$ cat src/rtl/cemfm_pkg.sv
`default_nettype none

package cemfm_pkg;

	localparam int unsigned ENERGY_UNIT = 360000;
	localparam int unsigned UNIT_SHIFT  = 6;
	localparam int unsigned UNIT_ODD    = ENERGY_UNIT >> UNIT_SHIFT;
	localparam int unsigned RECIP_SHIFT = 32;
	localparam int unsigned RECIP_W     = 20;
	localparam logic [RECIP_W-1:0] RECIP =
		RECIP_W'(((64'd1 << RECIP_SHIFT) + 64'(UNIT_ODD) - 64'd1) / 64'(UNIT_ODD));

	localparam int unsigned REM_W   = 19;
	localparam int unsigned SUM_W   = 25;
	localparam int unsigned T_W     = SUM_W - UNIT_SHIFT;
	localparam int unsigned PROD_W  = T_W + RECIP_W;
	localparam int unsigned QUOT_W  = PROD_W - RECIP_SHIFT;
	localparam int unsigned CFG_W   = 16;
	localparam int unsigned CNT_W   = 8;

	localparam logic [15:0]      OV_LIMIT_RST  = 16'd2600;
	localparam logic [15:0]      LOW_LIMIT_RST = 16'd1600;
	localparam logic [15:0]      FUSE_LIMIT_RST = 16'd300;
	localparam logic [15:0]      OC_LIMIT_RST  = 16'd6000;
	localparam logic [CNT_W-1:0] TRIP_RST      = 8'd5;

	typedef enum logic [2:0] {
		CFG_OV_LIMIT   = 3'd0,
		CFG_LOW_LIMIT  = 3'd1,
		CFG_FUSE_LIMIT = 3'd2,
		CFG_OC_LIMIT   = 3'd3,
		CFG_TRIP       = 3'd4
	} cfg_index_t;

	typedef enum logic {
		OP_TICK = 1'b0,
		OP_LOAD = 1'b1
	} op_t;

	typedef struct packed {
		op_t         operation;
		logic [3:0]  outlet;
		logic [15:0] voltage;
		logic [15:0] current;
		logic [23:0] power;
		logic [31:0] saved_energy;
	} sample_t;

	typedef struct packed {
		logic [31:0] energy;
		logic        over_current;
		logic        over_voltage;
		logic        under_voltage;
		logic        fuse_blown;
	} result_t;

	typedef struct packed {
		logic [15:0]      ov_limit;
		logic [15:0]      low_limit;
		logic [15:0]      fuse_limit;
		logic [15:0]      oc_limit;
		logic [CNT_W-1:0] trip;
	} cfg_t;

	typedef struct packed {
		logic [REM_W-1:0] remainder;
		logic [REM_W-1:0] modulus;
		logic [31:0]      quotient;
		logic [31:0]      start_energy;
		logic [31:0]      shown_energy;
		logic [CNT_W-1:0] ov_count;
		logic [CNT_W-1:0] uv_count;
		logic [CNT_W-1:0] fuse_count;
		logic [CNT_W-1:0] oc_count;
		logic             over_current;
		logic             over_voltage;
		logic             under_voltage;
	} entry_t;

	typedef struct packed {
		logic ld2;
		logic ld3;
		logic ld4;
	} stage_en_t;

	function automatic logic [CNT_W-1:0] sat_inc(input logic [CNT_W-1:0] cnt);
		sat_inc = (cnt == {CNT_W{1'b1}}) ? cnt : cnt + CNT_W'(1);
	endfunction

endpackage

`default_nettype wire

$ cat src/rtl/cemfm_state_mem.sv
`default_nettype none

module cemfm_state_mem #(
	parameter int OUTLETS = 2,
	parameter int AW      = 1
) (
	input  wire logic              clk,
	input  wire logic              arst_n,
	input  wire logic              rd_en,
	input  wire logic [AW-1:0]     rd_addr,
	output cemfm_pkg::entry_t      rd_entry,
	input  wire logic              wr_en,
	input  wire logic [AW-1:0]     wr_addr,
	input  wire cemfm_pkg::entry_t wr_entry
);

	cemfm_pkg::entry_t  mem [OUTLETS];
	logic [OUTLETS-1:0] vld_q;
	cemfm_pkg::entry_t  rd_data_q;
	logic               rd_vld_q;

	always_ff @(posedge clk) begin
		if (wr_en) begin
			mem[wr_addr] <= wr_entry;
		end
		if (rd_en) begin
			rd_data_q <= mem[rd_addr];
		end
	end

	always_ff @(posedge clk or negedge arst_n) begin
		if (!arst_n) begin
			vld_q    <= '0;
			rd_vld_q <= 1'b0;
		end else begin
			if (wr_en) begin
				vld_q[wr_addr] <= 1'b1;
			end
			if (rd_en) begin
				rd_vld_q <= vld_q[rd_addr];
			end
		end
	end

	assign rd_entry = rd_vld_q ? rd_data_q : '0;

endmodule

`default_nettype wire

$ cat src/rtl/cemfm_monitor.sv
`default_nettype none

module cemfm_monitor (
	input  wire cemfm_pkg::sample_t       sample,
	input  wire cemfm_pkg::entry_t        entry,
	input  wire cemfm_pkg::cfg_t          cfg,
	input  wire logic                     fuse_in,
	output cemfm_pkg::entry_t             entry_next,
	output logic [cemfm_pkg::SUM_W-1:0]   srem,
	output logic                          crossed,
	output logic                          fuse_out
);

	always_comb begin
		logic is_tick;
		is_tick    = (sample.operation == cemfm_pkg::OP_TICK);
		entry_next = entry;
		fuse_out   = fuse_in;
		srem       = cemfm_pkg::SUM_W'(entry.remainder) + cemfm_pkg::SUM_W'(sample.power);
		crossed    = is_tick && (srem >= cemfm_pkg::SUM_W'(cemfm_pkg::ENERGY_UNIT));

		if (!is_tick) begin
			entry_next.start_energy = sample.saved_energy;
			entry_next.shown_energy = sample.saved_energy;
		end else begin
			entry_next.remainder = crossed ? '0 : srem[cemfm_pkg::REM_W-1:0];

			if (sample.voltage >= cfg.ov_limit) begin
				entry_next.ov_count = cemfm_pkg::sat_inc(entry.ov_count);
				if (entry_next.ov_count >= cfg.trip) begin
					entry_next.over_voltage = 1'b1;
				end
			end

			if (sample.voltage <= cfg.low_limit) begin
				entry_next.uv_count = cemfm_pkg::sat_inc(entry.uv_count);
				if (sample.voltage < cfg.fuse_limit) begin
					entry_next.fuse_count = cemfm_pkg::sat_inc(entry.fuse_count);
					if (entry_next.fuse_count >= cfg.trip) begin
						entry_next.under_voltage = 1'b1;
						fuse_out = 1'b1;
					end
				end else begin
					entry_next.uv_count = cemfm_pkg::sat_inc(entry_next.uv_count);
				end
				if (entry_next.uv_count >= cfg.trip) begin
					entry_next.under_voltage = 1'b1;
				end
			end

			if (sample.voltage > cfg.low_limit && sample.voltage < cfg.ov_limit) begin
				entry_next.ov_count      = '0;
				entry_next.uv_count      = '0;
				entry_next.over_voltage  = 1'b0;
				entry_next.under_voltage = 1'b0;
				fuse_out = 1'b0;
			end

			if (sample.current >= cfg.oc_limit) begin
				entry_next.oc_count = cemfm_pkg::sat_inc(entry.oc_count);
				if (entry_next.oc_count >= cfg.trip) begin
					entry_next.over_current = 1'b1;
				end
			end else begin
				entry_next.oc_count     = '0;
				entry_next.over_current = 1'b0;
			end
		end
	end

endmodule

`default_nettype wire

$ cat src/rtl/cemfm_energy.sv
`default_nettype none

module cemfm_energy (
	input  wire logic                        clk,
	input  wire cemfm_pkg::stage_en_t        en,
	input  wire cemfm_pkg::entry_t           entry_s1,
	input  wire logic [cemfm_pkg::SUM_W-1:0] srem_s1,
	input  wire logic                        cross_s1,
	output cemfm_pkg::entry_t                entry_out
);

	cemfm_pkg::entry_t                 entry_s2, entry_s3, entry_s4;
	logic [cemfm_pkg::SUM_W-1:0]       srem_s2, sum_s3;
	logic [cemfm_pkg::PROD_W-1:0]      prod_s3;
	logic                              cross_s2, cross_s3, cross_s4;

	logic [cemfm_pkg::SUM_W-1:0]       sum;
	logic [cemfm_pkg::PROD_W-1:0]      prod;
	logic [cemfm_pkg::QUOT_W-1:0]      dq;
	logic [cemfm_pkg::SUM_W-1:0]       mod_new;
	cemfm_pkg::entry_t                 entry_div;

	assign sum  = cemfm_pkg::SUM_W'(entry_s2.modulus) + srem_s2;
	assign prod = cemfm_pkg::PROD_W'(sum[cemfm_pkg::SUM_W-1:cemfm_pkg::UNIT_SHIFT])
		* cemfm_pkg::PROD_W'(cemfm_pkg::RECIP);

	assign dq      = prod_s3[cemfm_pkg::PROD_W-1:cemfm_pkg::RECIP_SHIFT];
	assign mod_new = sum_s3 - cemfm_pkg::SUM_W'(cemfm_pkg::SUM_W'(dq)
		* cemfm_pkg::SUM_W'(cemfm_pkg::ENERGY_UNIT));

	always_comb begin
		entry_div = entry_s3;
		if (cross_s3) begin
			entry_div.modulus  = mod_new[cemfm_pkg::REM_W-1:0];
			entry_div.quotient = entry_s3.quotient + 32'(dq);
		end
	end

	always_ff @(posedge clk) begin
		if (en.ld2) begin
			entry_s2 <= entry_s1;
			srem_s2  <= srem_s1;
			cross_s2 <= cross_s1;
		end
		if (en.ld3) begin
			entry_s3 <= entry_s2;
			sum_s3   <= sum;
			prod_s3  <= prod;
			cross_s3 <= cross_s2;
		end
		if (en.ld4) begin
			entry_s4 <= entry_div;
			cross_s4 <= cross_s3;
		end
	end

	always_comb begin
		entry_out = entry_s4;
		if (cross_s4) begin
			entry_out.shown_energy = entry_s4.start_energy + entry_s4.quotient;
		end
	end

endmodule

`default_nettype wire

$ cat src/rtl/charger_energy_meter_fault_monitor_core.sv
// Pipeline steps from sample transfer to result valid: memory read and fault update,
// energy sum and reciprocal multiply, quotient and modulus, shown energy and write-back.
// Throughput: one item per cycle while result_stall is low and any five consecutive
// transfers name different outlets; an item for an outlet still in flight waits for
// its write-back, so one outlet alone has only one item in flight at a time.
// Reset clears all outlet state through per-entry valid bits and restores the limits.
`default_nettype none

module charger_energy_meter_fault_monitor_core #(
	parameter int OUTLETS = 2
) (
	input  wire logic                      clk,
	input  wire logic                      arst_n,
	input  wire logic                      cfg_write,
	input  wire logic [2:0]                cfg_index,
	input  wire logic [cemfm_pkg::CFG_W-1:0] cfg_data,
	input  wire logic                      sample_valid,
	output logic                           sample_stall,
	input  wire cemfm_pkg::sample_t        sample,
	output logic                           result_valid,
	input  wire logic                      result_stall,
	output cemfm_pkg::result_t             result
);

	localparam int AW = (OUTLETS > 1) ? $clog2(OUTLETS) : 1;

	cemfm_pkg::cfg_t      cfg_q;
	logic                 fuse_q;

	cemfm_pkg::sample_t   smp_s1;
	logic                 v_s1, v_s2, v_s3, v_s4;
	logic                 inr_s1, inr_s2, inr_s3, inr_s4;
	logic [3:0]           outlet_s2, outlet_s3, outlet_s4;
	logic                 fuse_s2, fuse_s3, fuse_s4;
	logic                 out_v_q;
	cemfm_pkg::result_t   result_q;

	logic                 ld1, ld2, ld3, ld4, ld_out;
	logic                 hazard, sample_in_range, accept;
	cemfm_pkg::stage_en_t en;

	cemfm_pkg::entry_t    rd_entry, entry_s1, entry_out;
	logic [cemfm_pkg::SUM_W-1:0] srem_s1;
	logic                 cross_s1, fuse_next;
	logic                 wr_en;

	always_ff @(posedge clk or negedge arst_n) begin
		if (!arst_n) begin
			cfg_q.ov_limit   <= cemfm_pkg::OV_LIMIT_RST;
			cfg_q.low_limit  <= cemfm_pkg::LOW_LIMIT_RST;
			cfg_q.fuse_limit <= cemfm_pkg::FUSE_LIMIT_RST;
			cfg_q.oc_limit   <= cemfm_pkg::OC_LIMIT_RST;
			cfg_q.trip       <= cemfm_pkg::TRIP_RST;
		end else if (cfg_write) begin
			unique case (cfg_index)
				cemfm_pkg::CFG_OV_LIMIT:   cfg_q.ov_limit   <= cfg_data;
				cemfm_pkg::CFG_LOW_LIMIT:  cfg_q.low_limit  <= cfg_data;
				cemfm_pkg::CFG_FUSE_LIMIT: cfg_q.fuse_limit <= cfg_data;
				cemfm_pkg::CFG_OC_LIMIT:   cfg_q.oc_limit   <= cfg_data;
				cemfm_pkg::CFG_TRIP:       cfg_q.trip       <= cfg_data[cemfm_pkg::CNT_W-1:0];
				default: ;
			endcase
		end
	end

	assign ld_out = !out_v_q || !result_stall;
	assign ld4    = !v_s4 || ld_out;
	assign ld3    = !v_s3 || ld4;
	assign ld2    = !v_s2 || ld3;
	assign ld1    = !v_s1 || ld2;

	assign en = {ld2, ld3, ld4};

	assign sample_in_range = 5'(sample.outlet) < 5'(OUTLETS);

	// hold a transfer while its outlet is still in flight
	assign hazard = (v_s1 && inr_s1 && smp_s1.outlet == sample.outlet)
		|| (v_s2 && inr_s2 && outlet_s2 == sample.outlet)
		|| (v_s3 && inr_s3 && outlet_s3 == sample.outlet)
		|| (v_s4 && inr_s4 && outlet_s4 == sample.outlet);

	assign sample_stall = !ld1 || hazard;
	assign accept       = sample_valid && !sample_stall;

	assign wr_en = v_s4 && inr_s4 && ld_out;

	cemfm_state_mem #(
		.OUTLETS (OUTLETS),
		.AW      (AW)
	) u_mem (
		.clk      (clk),
		.arst_n   (arst_n),
		.rd_en    (accept),
		.rd_addr  (sample.outlet[AW-1:0]),
		.rd_entry (rd_entry),
		.wr_en    (wr_en),
		.wr_addr  (outlet_s4[AW-1:0]),
		.wr_entry (entry_out)
	);

	cemfm_monitor u_monitor (
		.sample     (smp_s1),
		.entry      (rd_entry),
		.cfg        (cfg_q),
		.fuse_in    (fuse_q),
		.entry_next (entry_s1),
		.srem       (srem_s1),
		.crossed    (cross_s1),
		.fuse_out   (fuse_next)
	);

	cemfm_energy u_energy (
		.clk       (clk),
		.en        (en),
		.entry_s1  (entry_s1),
		.srem_s1   (srem_s1),
		.cross_s1  (cross_s1),
		.entry_out (entry_out)
	);

	always_ff @(posedge clk or negedge arst_n) begin
		if (!arst_n) begin
			v_s1    <= 1'b0;
			v_s2    <= 1'b0;
			v_s3    <= 1'b0;
			v_s4    <= 1'b0;
			out_v_q <= 1'b0;
			fuse_q  <= 1'b0;
		end else begin
			if (ld1) begin
				v_s1 <= accept;
			end
			if (ld2) begin
				v_s2 <= v_s1;
			end
			if (ld3) begin
				v_s3 <= v_s2;
			end
			if (ld4) begin
				v_s4 <= v_s3;
			end
			if (ld_out) begin
				out_v_q <= v_s4;
			end
			if (v_s1 && ld2 && inr_s1) begin
				fuse_q <= fuse_next;
			end
		end
	end

	always_ff @(posedge clk) begin
		if (accept) begin
			smp_s1 <= sample;
			inr_s1 <= sample_in_range;
		end
		if (ld2) begin
			inr_s2    <= inr_s1;
			outlet_s2 <= smp_s1.outlet;
			fuse_s2   <= inr_s1 ? fuse_next : fuse_q;
		end
		if (ld3) begin
			inr_s3    <= inr_s2;
			outlet_s3 <= outlet_s2;
			fuse_s3   <= fuse_s2;
		end
		if (ld4) begin
			inr_s4    <= inr_s3;
			outlet_s4 <= outlet_s3;
			fuse_s4   <= fuse_s3;
		end
		if (ld_out) begin
			result_q.energy        <= inr_s4 ? entry_out.shown_energy : '0;
			result_q.over_current  <= inr_s4 && entry_out.over_current;
			result_q.over_voltage  <= inr_s4 && entry_out.over_voltage;
			result_q.under_voltage <= inr_s4 && entry_out.under_voltage;
			result_q.fuse_blown    <= fuse_s4;
		end
	end

	assign result_valid = out_v_q;
	assign result       = result_q;

endmodule

`default_nettype wire
$ cat config.mk
export PLATFORM = sky130hd
export DESIGN_NAME = charger_energy_meter_fault_monitor_core
export DESIGN_NICKNAME = d
export VERILOG_FILES = /design/src/rtl/cemfm_pkg.sv /design/src/rtl/cemfm_state_mem.sv /design/src/rtl/cemfm_monitor.sv /design/src/rtl/cemfm_energy.sv /design/src/rtl/charger_energy_meter_fault_monitor_core.sv
export SDC_FILE = /design/constraint.sdc
export NUM_CORES = 2
export LEC_CHECK = 0
export ABC_AREA = 1
export ABC_CLOCK_PERIOD_IN_PS = 30400
export BUFFER_PORTS_ARGS = -buffer_cell sky130_fd_sc_hd__buf_2
export CORE_MARGIN = 5
export CORE_UTILIZATION = 30
export DETAILED_ROUTE_END_ITERATION = 8
export HOLD_SLACK_MARGIN = 0.06
export PLACE_DENSITY_LB_ADDON = 0.05
export SYNTH_ARGS = -nofsm -noshare
export SYNTH_HDL_FRONTEND = slang
export SYNTH_SLANG_ARGS = --single-unit
$ cat constraint.sdc
create_clock -name clk -period 30.4 [get_ports clk]
set_clock_uncertainty 0.1 [all_clocks]
set_input_delay 4.56 -clock clk [delete_from_list [all_inputs] [get_ports clk]]
set_output_delay 4.56 -clock clk [all_outputs]
set_load 0.01 [all_outputs]
==> results.sh <==
export IMPL_status="finished clean"
export IMPL_cp_start_kind="input pin"
export IMPL_max_slew_margin=0.239
export IMPL_areaGrowthSynthToFinish_pct=14.2
export IMPL_synth_area_leaders="edfxtp_1, nand2_1, ha_1"
export IMPL_cp_required_ns=25.74
export IMPL_finalWirelength_mm=171
export IMPL_antenna_found_initial=7
export IMPL_synth_top_cell_area_share=0.576
export IMPL_r2r_start="u_energy.entry_s2[131]$_SDFFCE_PN0P_"
export IMPL_worstPathMaxFanout=90
export IMPL_period_needed_ns=11.70
export IMPL_r2r_end="u_energy.prod_s3[34]$_DFFE_PP_"
export IMPL_drtIter0Drc=2108
export IMPL_synth_top_flop_cell="edfxtp_1"
export IMPL_dieArea_um2=221000
export IMPL_ys_async_sr_fraction=0.0625
export IMPL_synthTopCellsByCount="nand2_1, edfxtp_1, inv_1"
export IMPL_initial_core_util=0.302
export IMPL_vias=39000
export IMPL_die_h_um=470
export IMPL_drv_slew=0
export IMPL_clk_pin_slew_ns=0.06
export IMPL_worst_slew_pin_slew_ns=1.14
export IMPL_root_buffer="clkbuf_16"
export IMPL_drc=0
export IMPL_grt_pass1_vias=40300
export IMPL_synth_avg_cell_area_um2=11.3
export IMPL_first_pass_iters=5
export IMPL_post_cts_resize_count=0
export IMPL_cts_tree="done"
export IMPL_cts_setup_buffers=0
export IMPL_worstSetupEndpointType="output pin"
export IMPL_nNetsFinal=6510
export IMPL_worstSetupPathType="input pin to output pin"
export IMPL_drive_gt1_frac=0.0903
export IMPL_arrival_ns=7.04
export IMPL_insertion_delay_ns=0.78
export IMPL_grt_max_degree=123
export IMPL_postPlaceCellArea_um2=67700
export IMPL_synth_nets=6279
export IMPL_fmax_mhz=85.4
export IMPL_track_usage=0.153
export IMPL_holdPathEnd="u_energy.entry_div[14]$_DFFE_PP_"
export IMPL_via_per_inst=4.45
export IMPL_ff2ff_path_depth=27
export IMPL_place_gp_congestion=0.792
export IMPL_synth_area_um2=63400
export IMPL_hold_violations=0
export IMPL_pin_count=155
export IMPL_yosysTopAreaCell="edfxtp_1"
export IMPL_yosysMostFrequentCell="nand2_1"
export IMPL_cts_buffers_inserted=149
export IMPL_wl_per_cell_um=19.5
export IMPL_die_w_um=470
export IMPL_hp_start="u_energy.entry_s2[14]$_DFFE_PP_"
export IMPL_rsz0062_at_grt="no"
export IMPL_grt_pass1_wl_mm=257
export IMPL_cts_hold_buffers=0
export IMPL_cts_num_sinks=1297
export IMPL_min_path_cells=0
export IMPL_setup_violations=0
export IMPL_period_share=0.385
export IMPL_ys_seq_area_frac=0.608
export IMPL_yosys_register_bits=1297
export IMPL_whs_ns=0.301
export IMPL_htreeDepth=4
export IMPL_synth_edf_count=1216
export IMPL_clockBufferDepth=3
export IMPL_hp_class="flop to flop"
export IMPL_portBuffers=154
export IMPL_yosysWarnings=0
export IMPL_reg2reg_slack_ns=21.91
export IMPL_ant_nets=0
export IMPL_yosys_cell_types_count=67
export IMPL_grt_overflow_total=0
export IMPL_synthCells=5606
export IMPL_design_area_um2=72500
export IMPL_rows=168
export IMPL_n_fill_cell=21000
export IMPL_core_area_um2=210000
export IMPL_hpwl_mm=114
export IMPL_max_cap_viol_count=0
export IMPL_tns_ns=0
[per-stage QoR]
step,utilization,setup WS (ns),std cells
after floorplan,-,10.67,5606
after global placement,0.322,18.60,8491
after detailed placement,0.322,18.60,8491
after CTS,0.345,18.60,8755
after global routing,0.345,18.44,8758
final,0.345,18.70,8758
[layout by cell type, fill, tap and decap left out, types with 7 or more instances in the layout]
cell type	n
inv_1	888
o2111ai_1	7
nor3_1	34
nand2_1	1406
bufinv_16	14
a21o_1	13
xor2_1	67
o21bai_1	12
xnor2_1	49
edfxtp_1	1216
nor2_1	194
a21oi_2	11
a31oi_1	18
fa_1	176
a21oi_1	177
or2_2	25
dfstp_2	20
clkinv_1	25
nand2_2	21
clkinv_2	20
nor2_2	14
buf_2	152
nor4_1	9
dfrtp_1	60
inv_6	7
ha_1	380
nand3_1	237
nand4_1	48
o21ai_0	292
o21ai_1	8
buf_4	41
and3_1	8
inv_2	8
clkbuf_16	149
clkbuf_1	37
[flip-flops by register name (all words and copies together), names as in the netlist, 51 cells and up]
name and flops:
u_energy.entry_s3 51, u_mem.rd_data_q 169, u_mem.mem 338, smp_s1 93
u_energy.entry_s2 169, cfg_q 72, u_energy.entry_out 137, u_energy.entry_div 118
[cell families after synthesis]
| logic type | share of synthesized area |
|---|---|
| adders and majority gates | 0.131 |
| and+or+nand+nor | 0.133 |
| muxes | 0.000158 |
| AOI/OAI and AO/OA | 0.0500 |
| buffers and inverters | 0.0611 |
| xor gates and xnor gates | 0.0171 |
| DFF | 0.608 |
[routing by layer]
| metal | track usage | vias up | part of all wire | routed length, um |
|---|---|---|---|---|
| met3 | 0.0226 | 199 | 0.028 | 4840 |
| met4 | 0.0330 | 0 | 0.019 | 3160 |
| li1 | - | 19200 | - | - |
| met1 | 0.210 | 19100 | 0.48 | 81900 |
| met2 | 0.256 | 480 | 0.47 | 80600 |
| met5 | 0 | - | 0 | 0 |
[worst max-delay path by stage]
stage,from,end,slack [ns]
detailed placement,result_stall,sample_stall,18.60
floorplan,result_stall,inr_s1$_DFFE_PP_,10.67
finish,result_stall,sample_stall,18.70
global placement,result_stall,sample_stall,18.60
CTS,result_stall,sample_stall,18.60
global route,result_stall,sample_stall,18.44
[cell type report]
class	count	area (um2)	share of cell area
well taps	2805	3510	0.0484
repair buffers	197	1140	0.0158
diodes	3	7.51	0.000104
multi-input cells	3288	21000	0.290
inverters	904	3440	0.0474
clock buffers	186	3870	0.0534
clock inverters	78	877	0.0121
flip-flops and latches	1297	38600	0.532
[critical path, cell delays in order]
cell	delay, ns
buf_2	0.09
nand2_2	0.04
nor2_1	0.28
inv_8	0.24
nor2_1	0.35
inv_8	0.34
nor2_1	0.56
nand2_1	0.16
and3_1	0.22
nand2_1	0.06
buf_2	0.13
Power is left out: the tool's default activity adds up to more than one toggle a clock period on the data nets, which glitch-free logic cannot reach.
